### src/sv/word_punctuation_tokenizer_assert.svh
// Assertion macros for the tokenizer datapath module.
// Self-contained; included by the modules that carry assertions.
`ifndef WORD_PUNCTUATION_TOKENIZER_ASSERT_SVH
`define WORD_PUNCTUATION_TOKENIZER_ASSERT_SVH
`ifndef NO_ASSERTIONS
// Condition a implies condition c on the same edge.
`define WPT_ASSERT_SAME(label, clk, rst_n, a, c) \
    label: assert property (@(posedge clk) disable iff (!rst_n) (a) |-> (c)) \
        else $error("tokenizer check failed");
// Condition a implies condition c on the following edge.
`define WPT_ASSERT_NEXT(label, clk, rst_n, a, c) \
    label: assert property (@(posedge clk) disable iff (!rst_n) (a) |=> (c)) \
        else $error("tokenizer check failed");
`else
`define WPT_ASSERT_SAME(label, clk, rst_n, a, c)
`define WPT_ASSERT_NEXT(label, clk, rst_n, a, c)
`endif
`endif

### src/sv/wpt_pkg.sv
// Package for the word and punctuation tokenizer: widths, codes and the
// command and status structs between controller and datapath. No dependencies.
package wpt_pkg;

    localparam int CHAR_W            = 16;
    localparam int NUM_CODES         = 6;
    localparam int PCOUNT_W          = 3;
    localparam int CFG_IDX_W         = 3;
    localparam int MAX_TRAIL_DEFAULT = 8;

    // Configuration register indexes.
    localparam logic [CFG_IDX_W-1:0] CFG_PUNCT_COUNT = 3'd0;
    localparam logic [CFG_IDX_W-1:0] CFG_CODE_BASE   = 3'd1;

    // Reset values of the configuration registers.
    localparam logic [PCOUNT_W-1:0] PCOUNT_RESET = 3'd6;
    localparam logic [CHAR_W-1:0] PCODE_RESET [NUM_CODES] =
        '{16'd46, 16'd44, 16'd33, 16'd63, 16'd59, 16'd58};

    // Whitespace codes.
    localparam logic [CHAR_W-1:0] WS_LOW   = 16'd9;
    localparam logic [CHAR_W-1:0] WS_HIGH  = 16'd13;
    localparam logic [CHAR_W-1:0] WS_SPACE = 16'd32;

    // Action taken for an accepted character that produces results.
    localparam logic [1:0] ACT_WORD_END = 2'd0;
    localparam logic [1:0] ACT_LETTER   = 2'd1;
    localparam logic [1:0] ACT_PUNCT    = 2'd2;
    localparam logic [1:0] ACT_OVERFLOW = 2'd3;

    typedef struct packed {
        logic in_ready;
        logic load_head;
        logic load_drain;
    } t_cmd;

    typedef struct packed {
        logic in_valid;
        logic emit;
        logic has_pending;
        logic drain_last;
        logic out_free;
    } t_status;

endpackage

### src/sv/wpt_ctrl.sv
// Controller of the tokenizer: sequences accept, first result and queue drain.
// Depends on wpt_pkg.
module wpt_ctrl
    import wpt_pkg::*;
(
    input  logic    i_clk,
    input  logic    i_rst_n,
    input  t_status i_sts,
    output t_cmd    o_cmd
);

    localparam logic [1:0] S_IDLE  = 2'd0;
    localparam logic [1:0] S_HEAD  = 2'd1;
    localparam logic [1:0] S_DRAIN = 2'd2;

    logic [1:0] r_state;
    logic [1:0] n_state;

    // Commands follow directly from the state and the output slot.
    always_comb begin
        o_cmd.in_ready   = (r_state == S_IDLE);
        o_cmd.load_head  = (r_state == S_HEAD) && i_sts.out_free;
        o_cmd.load_drain = (r_state == S_DRAIN) && i_sts.out_free;
    end

    // Next state.
    always_comb begin
        n_state = r_state;
        case (r_state)
            S_IDLE: begin
                if (i_sts.in_valid && i_sts.emit) begin
                    n_state = S_HEAD;
                end
            end
            S_HEAD: begin
                if (i_sts.out_free) begin
                    n_state = i_sts.has_pending ? S_DRAIN : S_IDLE;
                end
            end
            S_DRAIN: begin
                if (i_sts.out_free && i_sts.drain_last) begin
                    n_state = S_IDLE;
                end
            end
            default: begin
                n_state = S_IDLE;
            end
        endcase
    end

    always_ff @(posedge i_clk) begin
        if (!i_rst_n) begin
            r_state <= S_IDLE;
        end else begin
            r_state <= n_state;
        end
    end

endmodule

### config.mk
export PLATFORM = sky130hd
export DESIGN_NAME = wpt_ctrl
export DESIGN_NICKNAME = d
export VERILOG_FILES = /design/src/sv/word_punctuation_tokenizer_assert.svh /design/src/sv/wpt_pkg.sv /design/src/sv/wpt_ctrl.sv
export SDC_FILE = /design/constraint.sdc
export NUM_CORES = 1
export LEC_CHECK = 0
export BUFFER_PORTS_ARGS = -buffer_cell sky130_fd_sc_hd__buf_2
export CORE_AREA = 2 2 39 41
export CTS_CLUSTER_SIZE = 28
export DETAILED_ROUTE_END_ITERATION = 16
export DIE_AREA = 0 0 41 43
export GPL_TIMING_DRIVEN = 0
export HOLD_SLACK_MARGIN = 0.08
export PLACE_DENSITY_LB_ADDON = 0.08
export REMOVE_ABC_BUFFERS = 1
export SKIP_LAST_GASP = 1
export SYNTH_ARGS = -nofsm -noshare
export SYNTH_HDL_FRONTEND = slang
export SYNTH_SLANG_ARGS = --single-unit
### constraint.sdc
create_clock -name i_clk -period 2.5 [get_ports i_clk]
set_input_delay 0.25 -clock i_clk [delete_from_list [all_inputs] [get_ports i_clk]]
set_output_delay 0.25 -clock i_clk [all_outputs]
set_load 0.1 [all_outputs]
# Word-level counts from Yosys, hierarchy flattened

Index checks and enable logic that the tools add are counted.

Input bits: 7
Bits in registers: 2

Equal/unequal tests: 5
Muxes and demuxes: 5
Reductions and logical operators: 6

Operators by type and width:

| operator                                       | number |
|---|---|
| 2-to-1 mux 2 bit                               | 4 |
| one-hot mux 2 bit (3 select lines)             | 1 |
| logical AND 1 bit                              | 4 |
| != test 2 x 1 -> 1 bit (second input constant) | 2 |
| AND reduction 3 bit                            | 1 |
| == test 2 x 1 -> 1 bit (second input constant) | 1 |
| == test 2 bit (second input constant)          | 1 |
| logical NOT 2 bit                              | 1 |
| != test 2 bit (second input constant)          | 1 |

# Logic depth before layout (Yosys ltp)

Gate-level depths: netlist (run 1).

Depth after elaboration: 3
Gate-level depth with buffers: 3

# Worst setup path after synthesis (run 1)

OpenSTA, ideal clock, no wires.

Kind: reg-to-reg
Start point: register r_state[1]
End point: register r_state[1]
Stages on the path, launching flop included: 4
Required time: 2.434 ns
Data arrival time: 1.152 ns
Path slack: 1.282 ns
Buffers on the path: 0
Setup time: 0.066 ns
Path through: dfxtp_1 and3b_2 nand2_1 a21boi_2

Word-level cells in the longest chain between the ends: 3
Elaborated cells on any way between the ends: 8
Classes of those cells: eq/ne (5); mux (1); reduce/logical (2)

Ends and longest elaborated chain:

| element                                                           | RTL line       | source |
|---|---|---|
| start: declaration                                                | wpt_ctrl.sv:16 | `logic [1:0] r_state;` |
| start signal: assignment                                          | wpt_ctrl.sv:55 | `r_state <= n_state;` |
| == test 2 bit (tied with other cells)                             | wpt_ctrl.sv:29 | `case (r_state)` |
| != test 2 x 1 -> 1 bit (no line) or != test 2 bit (tied branches) | n/a            |  |
| AND reduction 3 bit (no line)                                     | n/a            |  |

Parallel ways exist; a longest one is shown, timed or not.
A chain may end at the register's enable or synchronous reset.

==> key figures, run 1 <==
Run status
  • Status: finished, final reports clean

Finish
  • Layout cells sized above 1: 70.83%
  • Number of flip-flops in the largest register: 2
  • Regs by FF count: r_state: 2 flops
  • Biggest register: r_state
  • Area growth syn-to-layout: 62.14%
  • Final Net Count: 33
  • Fillers: 170
  • Area taken by multi-input logic gates: 81.33 um2
  • Util after Layout: 15.10%
  • FF+latch area: 40.04 um2
  • Diodes inserted: 0
  • Fin cells: 40

Critical path
  • Worst endpoint required time: 2250 ps
  • CP Capture Type: output pin
  • Worst-path cell chain: and3b_2 -> buf_2
  • Reg2Reg Depth: 2
  • CP bufs+invs: 1
  • Critical path peak fanout: 5
  • Kind of critical path: register to output pin
  • Worst path max stage delay: 420 ps
  • CP max-delay cell: buf_2
  • Critical Path End: o_cmd[1]
  • CP Data Arrival Time: 1240 ps
  • Crit path from: r_state[0]
  • WP depth: 2
  • Critical register-to-register path endpoint: r_state[0]
  • Reg2reg start: r_state[0]
  • Cell family with most CP delay: buffers and inverters
  • Register-to-Register Setup Slack: 1580 ps
  • Startpoint types: register

Timing
  • Sum Neg Setup Slack: 0 ps
  • Fmax: 0.6695 GHz
  • RSZ-0062 raised after global routing: false
  • Clock Skews: between 2 and 2.5 ps
  • Post-route minimum period: between 1000 and 1500 ps
  • Slew HR: 67.71%
  • Final period util: 59.75%
  • Setup violations, final: 0
  • Final hold violation count: 0
  • Worst-margin pin slew: 487.7 ps
  • Max Slew Vio Count: 0

Die
  • FP Rows: 14
  • Die Width: 41 um
  • Area of the core: 1384 um2
  • Die Area: 1763 um2
  • Ports: 10
  • Initial Util: 9.313%
  • Die Height: 43 um

Synthesis
  • Register area share after synthesis: 31.07%
  • Post-synth EDFFs: 0
  • Post-synth ARST share: 0%
  • Most common cell in the netlist: nand2_1
  • Yosys warns: 0
  • Post-synth cell types: 9
  • #FFs+latches synth: 2
  • Gate Count Post-Synth: 13
  • Synth area leaders: dfxtp_1 (31%), and3b_2 (16%), mux2_4 (12%), nor3b_2 (9.7%), a21boi_2 (8.7%)
  • Synth Flop Type: dfxtp_1
  • Top-area cell type share of the netlist area: 31.07%
  • Synth cell count leaders: nand2_1 (3), and3b_2 (2), dfxtp_1 (2)
  • Syn_area_per_cell: 9.913 um2
  • Cell area after synthesis: 128.9 um2
  • Leading area contributor after synthesis: dfxtp_1

Pwr
  • Cell area power density: roughly 630 nW/um2
  • Lkg Pwr: approximately 0.099 nW
  • Maximum VDD drop: 0.1364 mV
  • Overall Power: 0.1324 mW

Drt
  • Vias after detailed routing: 130
  • DR vias/cell: 3.250
  • Final ANT Viol Nets: 0
  • DRC Markers: 0
  • Routed len/inst: between 7 and 8 um
  • Detailed Route Iter0 Violations: 0
  • Final wirelength: 319 um
  • Drt pass-1 iters: 1

Clock network
  • Hold_buf cts: 0
  • H-tree depth: 1
  • Root buffer cell: clkbuf_4
  • Post-CTS Resized: 0
  • Longest Clk Path Bufs: 2
  • CTS tree: done
  • Total CTS buffers: 3
  • Reg clk slew, reported paths: ~30 ps
  • CTS Sinks: 2
  • Clk_lat worst skew: 220 ps
  • Setup bufs post-CTS: 0

Global routing
  • Tot GR Track Use: around 5.2%
  • First-pass GRT wire length: 510 um
  • Vias in the first global route: approximately 140
  • Initial antenna violation count: 0
  • Total grt overflow: 0
  • Largest net degree at the start of global routing: 6

Placement
  • Port bufs: 9
  • Placed cells: 37
  • Routability Congestion: about 0.53

Hold path
  • Worst Hold Class: input port to register

Job
  • Number of max-cap violations: 0
==> cells by family (layout without fill, tap and decap cells) <==
logic type,Yosys count,count (layout),share of synthesized area [%]
buf+inv,1,12,5.827
mux,1,1,11.65
simple gates,8,8,42.72
compound gates,1,1,8.737
flops,2,2,31.07
==> routing by layer <==
metal  share of wire, %  track usage, %  up-vias
met2                 57           7.187        5
met4                  0           8.000        0
li1                   -               -       66
met1                 34           3.503       59
met3                8.8           3.141        0
met5                  0               0        -
==> placed cells by master (no fill, tap or decap), drive strengths merged <==
master and count:
dfxtp 2, nor2 1, a21boi 1, buf 9, nand3b 1, nor3b 1
mux2 1, clkbuf 3, and3b 2, nand2 3
==> through the flow <==
stage               area (um2)  hold WS, ps  worst slack, ps
finish                   209.0        267.7             1006
global route             209.0        281.5            951.8
CTS                      209.0        259.3            982.4
detailed placement       186.4        496.1             1222
global placement         186.4        506.5             1220
floorplan                121.4        399.7            657.5
==> worst min-delay path by stage <==
stage                       to    start  cells past startpoint
detailed placement  r_state[1]  i_rst_n                      2
global placement    r_state[1]  i_rst_n                      2
CTS                 r_state[1]  i_rst_n                      2
floorplan           r_state[1]  i_rst_n                      1
finish              r_state[1]  i_rst_n                      2
global route        r_state[1]  i_rst_n                      2
==> final cells by class <==
type	instances	share of cell area, %
clock buffer	3	10.78
multi-input combinational	10	38.92
sequential	2	19.16
tap	16	9.581
timing repair buffer	9	21.56
==> power breakdown <==
| part | internal, mW | leakage [nW] | switching, mW |
|---|---|---|---|
| Sequential | 0.0335 | 0.0163 | 0.00170 |
| Clock | 0.0528 | 0.0138 | 0.0166 |
| Combinational | 0.00944 | 0.0693 | 0.0184 |
(Power assumes the default switching activity.)
==> run 2, diff against run 1 <==
- clock period: 2.5 -> 1.3 ns (I/O delays scaled with it)
==> run 2 against run 1 <==
- clock power grew 92%
- final cell count stayed put
- total power increased by 93%
- sequential share of layout area down 0.45 points
- count of clock-buffer cells in the layout is the same
- non-clock buffer count unchanged
- critical endpoint unchanged
- register-to-register slack lost 1200 ps
- worst hold slack lost 120 ps
- first-iteration DRC count unchanged
- global-route usage unchanged
- design area increased by 2.4%
- worst setup slack worse by 950 ps
==> key figures, run 2 (synthesis gave the netlist of run 1 again) <==
Run status
  • Status: finished, final reports clean

Clock network
  • Setup bufs post-CTS: 0
  • CTS Sinks: 2
  • Reg clk slew, reported paths: 30 ps
  • Root buffer cell: clkbuf_4
  • CTS tree: done
  • Hold_buf cts: 0
  • Clk_lat worst skew: 220 ps
  • H-tree depth: 1
  • Total CTS buffers: 3
  • Longest Clk Path Bufs: 2
  • Post-CTS Resized: 2

Die
  • FP Rows: 14
  • Die Width: 41 um
  • Die Height: 43 um
  • Area of the core: around 1400 um2
  • Die Area: 1763 um2
  • Initial Util: 9.313%
  • Ports: 10

Timing
  • Worst-margin pin slew: 485.3 ps
  • RSZ-0062 raised after global routing: false
  • Sum Neg Setup Slack: 0 ps
  • Final worst slack: 59.71 ps
  • Hold WS: 147.7 ps
  • Slew HR: 67.87%
  • Fmax: about 0.81 GHz
  • Max Slew Vio Count: 0
  • Post-route minimum period: 1240 ps
  • Setup violations, final: 0
  • Final period util: 95.41%
  • Clock Skews: 2.478 ps
  • Final hold violation count: 0

Pwr
  • Cell area power density: 1195 nW/um2
  • Maximum VDD drop: 0.2623 mV
  • Lkg Pwr: 0.09929 nW

Critical path
  • CP bufs+invs: 1
  • Worst-path cell chain: and3b_2 -> buf_4
  • Kind of critical path: register to output pin
  • CP Data Arrival Time: approximately 1100 ps
  • Startpoint types: register
  • Cell family with most CP delay: flip-flops
  • CP max-delay cell: dfxtp_1
  • Worst path max stage delay: 390 ps
  • WP depth: 2
  • CP Capture Type: output pin
  • Reg2Reg Depth: 2
  • Critical path peak fanout: 5
  • Worst endpoint required time: 1170 ps

Finish
  • Area growth syn-to-layout: 66.02%
  • Layout cells sized above 1: 70.83%
  • Util after Layout: 15.46%
  • Final Net Count: 33
  • Fillers: ~170
  • Number of flip-flops in the largest register: 2
  • Commonest non-fill, non-tap cell in the layout: buf_2
  • Biggest register: r_state
  • Final Instance Area: 214.0 um2
  • Most frequent cells in the layout: buf_2 (7), nand2_1 (3), clkbuf_4 (3)
  • Regs by FF count: r_state: 2 flops
  • Diodes inserted: 0

Global routing
  • Vias in the first global route: 143
  • First-pass GRT wire length: 510 um
  • Largest net degree at the start of global routing: 6
  • Total grt overflow: 0
  • Tot GR Track Use: 5.205%
  • Initial antenna violation count: 0

Drt
  • DR vias/cell: 3.250
  • Detailed Route Iter0 Violations: 0
  • Final ANT Viol Nets: 0
  • DRC Markers: 0
  • Final wirelength: 320 um
  • Routed len/inst: 8.000 um
  • Vias after detailed routing: 130
  • Drt pass-1 iters: 1

Placement
  • Post-placement cell area: 186.4 um2
  • Routability Congestion: roughly 0.53
  • Dpl ws: 141.8 ps
  • Port bufs: 9

Hold path
  • Hold Path Depth: 2
  • Worst Hold Class: input port to register

Job
  • Number of max-cap violations: 0
run 2: metal layers:
layer	part of all wire, %	vias up	track usage [%]
met5	0	-	0
met4	0	0	8.000
met3	8.8	0	3.141
met2	57	5	7.187
met1	34	59	3.503
li1	-	66	-
run 2: cell type report:
| cell class | count | area, um2 | area share (%) |
|---|---|---|---|
| flip-flops and latches | 2 | 40.04 | 18.71 |
| multi-input cells | 10 | 81.33 | 38.01 |
| repair buffers | 9 | 50.05 | 23.39 |
| well taps | 16 | 20.02 | 9.357 |
| clock buffers | 3 | 22.52 | 10.53 |
run 2: final timing paths:
path         slack (ps)        from    endpoint
max                  60  r_state[0]    o_cmd[1]
min                 150     i_rst_n  r_state[1]
max reg2reg         380  r_state[0]  r_state[0]
min reg2reg         510  r_state[1]  r_state[0]
run 2: worst register-to-register path: stages (launching register included):
cell     delay (ps)
dfxtp_1         390
mux2_4          320
nor3b_2         140
run 2: where the power goes:
group | leakage (nW) | switching [mW] | internal [mW]
sequential | 0.0163 | 0.00328 | 0.0644
combinational | 0.0692 | 0.0355 | 0.0190
clock | 0.0138 | 0.0320 | 0.102
total | 0.0993 | 0.0707 | 0.185
run 2: through the flow:
stage	instances	total power, mW
after floorplan	12	0.1076
after global placement	37	0.1228
after detailed placement	37	0.1230
after CTS	40	0.2669
after global routing	40	0.2746
final	40	0.2556
==> run 3, diff against run 2 <==
- ABC_AREA: unset -> 1
- CORE_AREA: 2 2 39 41 -> 4 4 41 43
- DIE_AREA: 0 0 41 43 -> 0 0 45 47
- clock period: 1.3 -> 1.47 ns (I/O delays scaled with it)
==> run 3 against run 2 <==
- via count increased by 25%
- largest power group unchanged
- count of clock-buffer cells in the layout unchanged
- clock skew decreased by 2.5 ps
- synthesized cell count increased by 77%
- non-clock buffer count unchanged
==> key figures, run 3 <==
Drt
  • DR vias/cell: 3.306
  • Drt pass-1 iters: 2
  • Final wirelength: between 300 and 400 um
  • DRC Markers: 0
  • Final ANT Viol Nets: 0
  • Routed len/inst: 7.959 um
  • Detailed Route Iter0 Violations: 2
  • Vias after detailed routing: 162

Timing
  • Final period util: 90.51%
  • RSZ-0062 raised after global routing: false
  • Post-route minimum period: 1330 ps
  • Slew HR: 67.80%
  • Clock Skews: 0.01105 ps
  • Hold WS: 183.3 ps
  • Max Slew Vio Count: 0
  • Setup violations, final: 0
  • Worst-margin pin slew: 486.4 ps
  • Fmax: around 0.75 GHz
  • Final hold violation count: 0

Placement
  • Routability Congestion: between 0.6 and 0.7
  • DP Wirelength: 307.8 um
  • Port bufs: 9
  • Placed cells: 46

Synthesis
  • Yosys warns: 0
  • Syn_area_per_cell: 5.821 um2
  • Most common cell in the netlist: nand2_1
  • Synth Flop Type: dfxtp_1
  • Register area share after synthesis: roughly 30%
  • Top-area cell type share of the netlist area: 29.91%
  • Cell area after synthesis: 133.9 um2
  • Post-synth cell types: 10
  • Synth area leaders: dfxtp_1 (30%), nand2_1 (14%), nand3_1 (11%), inv_1 (11%), nor2_1 (11%)
  • Post-synth ARST share: 0%
  • Post-synth EDFFs: 0
  • #FFs+latches synth: 2
  • Gate Count Post-Synth: 23
  • Leading area contributor after synthesis: dfxtp_1
  • Synth cell count leaders: nand2_1 (5), inv_1 (4), nor2_1 (4), nand3_1 (3), dfxtp_1 (2)

Die
  • Ports: 10
  • Die Area: 2115 um2
  • Die Width: between 40 and 50 um
  • Die Height: 47 um
  • FP Rows: 13
  • Initial Util: about 10%
  • Area of the core: 1301 um2

Clock network
  • Longest Clk Path Bufs: 2
  • H-tree depth: 1
  • CTS Sinks: 2
  • Root buffer cell: clkbuf_4
  • Hold_buf cts: 0
  • Reg clk slew, reported paths: about 30 ps
  • Total CTS buffers: 3
  • CTS tree: done
  • Clk_lat worst skew: 220 ps

Finish
  • Biggest register: r_state
  • Layout cells sized above 1: 41.18%
  • FF+latch area: 40.04 um2
  • Area growth syn-to-layout: 60.75%
  • Regs by FF count: r_state: 2 flops
  • Final Net Count: 43
  • Number of flip-flops in the largest register: 2
  • Commonest non-fill, non-tap cell in the layout: buf_2
  • Fin cells: 49
  • Most frequent cells in the layout: buf_2 (8), nand2_1 (5), nor2_1 (4), inv_1 (4), clkbuf_4 (4)
  • Area taken by multi-input logic gates: around 68 um2
  • Diodes inserted: 0
  • Fillers: between 150 and 200

Critical path
  • Startpoint types: register
  • Worst-path cell chain: inv_2 -> nand2_1 -> nor2_1 -> buf_2
  • CP Capture Type: output pin
  • Reg2Reg Depth: 6
  • Kind of critical path: register to output pin
  • CP max-delay cell: buf_2
  • Critical path peak fanout: 5
  • Register-to-Register Setup Slack: 590 ps
  • Critical register-to-register path endpoint: r_state[1]
  • Crit path from: r_state[0]
  • Reg2reg start: r_state[1]
  • Worst path max stage delay: approximately 420 ps
  • Worst endpoint required time: around 1300 ps
  • CP Data Arrival Time: 1180 ps

Job
  • Number of max-cap violations: 0

Run status
  • Status: finished, final reports clean

Global routing
  • Total grt overflow: 0
  • Initial antenna violation count: 0
  • Met3 Resource Use GR: 1.916%
  • Tot GR Track Use: about 4.9%
  • Largest net degree at the start of global routing: 6
  • Busiest grt layer: met4
  • Met2 usage: 5.932%
  • Vias in the first global route: roughly 180
  • First-pass GRT wire length: between 600 and 700 um
  • Met1 Resource Use GR: between 4 and 5%

Pwr
  • Clk network pwr share: 50.6%
  • Sequential share of power: between 20% and 30%
  • Psw: 0.07626 mW
  • Comb power frac: 23.9%
  • Cell area power density: 1108 nW/um2
  • Internal Power: ~0.16 mW
  • Lkg Pwr: 0.1093 nW
  • Maximum VDD drop: between 0.3 and 0.4 mV
  • Switching portion of total power: 31.99%

Hold path
  • Worst hold endpoint: r_state[1]
  • Hold Path Depth: 3
  • Worst Hold Launch: i_rst_n
  • Worst Hold Class: input port to register
[run 3: layout make-up]
| cell class | instances | share of cell area [%] |
|---|---|---|
| Multi-Input combinational cell | 15 | 31.40 |
| Tap cell | 15 | 8.721 |
| Sequential cell | 2 | 18.60 |
| Timing Repair Buffer | 9 | 22.09 |
| Clock buffer | 3 | 10.47 |
| Inverter | 5 | 8.721 |
[run 3: per-layer routing]
layer / part of all wire (%) / vias to the layer above
li1: - / 91
met1: 41 / 65
met2: 47 / 6
met3: 12 / 0
met4: 0 / 0
met5: 0 / -
[run 3: kinds of logic after synthesis]
family                 Yosys count  share of synthesized area [%]
AND/OR/NAND/NOR                 12                          36.44
buffers and inverters            6                          19.62
AO/OA/AOI/OAI                    3                          14.01
flip-flops                       2                          29.91
[run 3: worst max path at each step]
stage	depth (start not counted)	endpoint	slack (ps)
floorplan	3	r_state[0]	-550
global placement	3	o_cmd[1]	290
detailed placement	3	o_cmd[1]	290
CTS	3	o_cmd[1]	40
global route	4	o_cmd[0]	60
finish	4	o_cmd[0]	140
[run 3: power by group through the flow]
| stage | combinational, mW | clock (mW) | sequential [mW] |
|---|---|---|---|
| 2_1_floorplan | 0.0433 | 0 | 0.0605 |
| 3_3_place_gp | 0.0570 | 0 | 0.0614 |
| 3_5_place_dp | 0.0571 | 0 | 0.0613 |
| 4_1_cts | 0.0572 | 0.132 | 0.0605 |
| 5_1_grt | 0.0621 | 0.134 | 0.0609 |
| 6_report | 0.0571 | 0.121 | 0.0606 |
[run 3: stage by stage]
stage | TNS [ps] | worst slack [ps] | area [um2] | power (mW) | util, %
detailed placement | 0 | 289.6 | 190.2 | 0.1184 | 14.62
floorplan | -1623 | -547.5 | 126.4 | 0.1038 | -
finish | 0 | 139.5 | 215.2 | 0.2384 | 16.54
CTS | 0 | 41.63 | 212.7 | 0.2496 | 16.35
global placement | 0 | 285.4 | 190.2 | 0.1184 | 14.62
global route | 0 | 56.52 | 215.2 | 0.2566 | 16.54
[run 3: critical path, delay by kind of cell, from the launching register on]
kind | cells | cell delay (ps)
buf+inv | 2 | 490
flops | 1 | 340
simple gates | 2 | 130
[run 3: timing repair]
action	CTS	global route
gates resized for setup	0	1
setup endpoints to repair	0	1
setup buffers	0	0
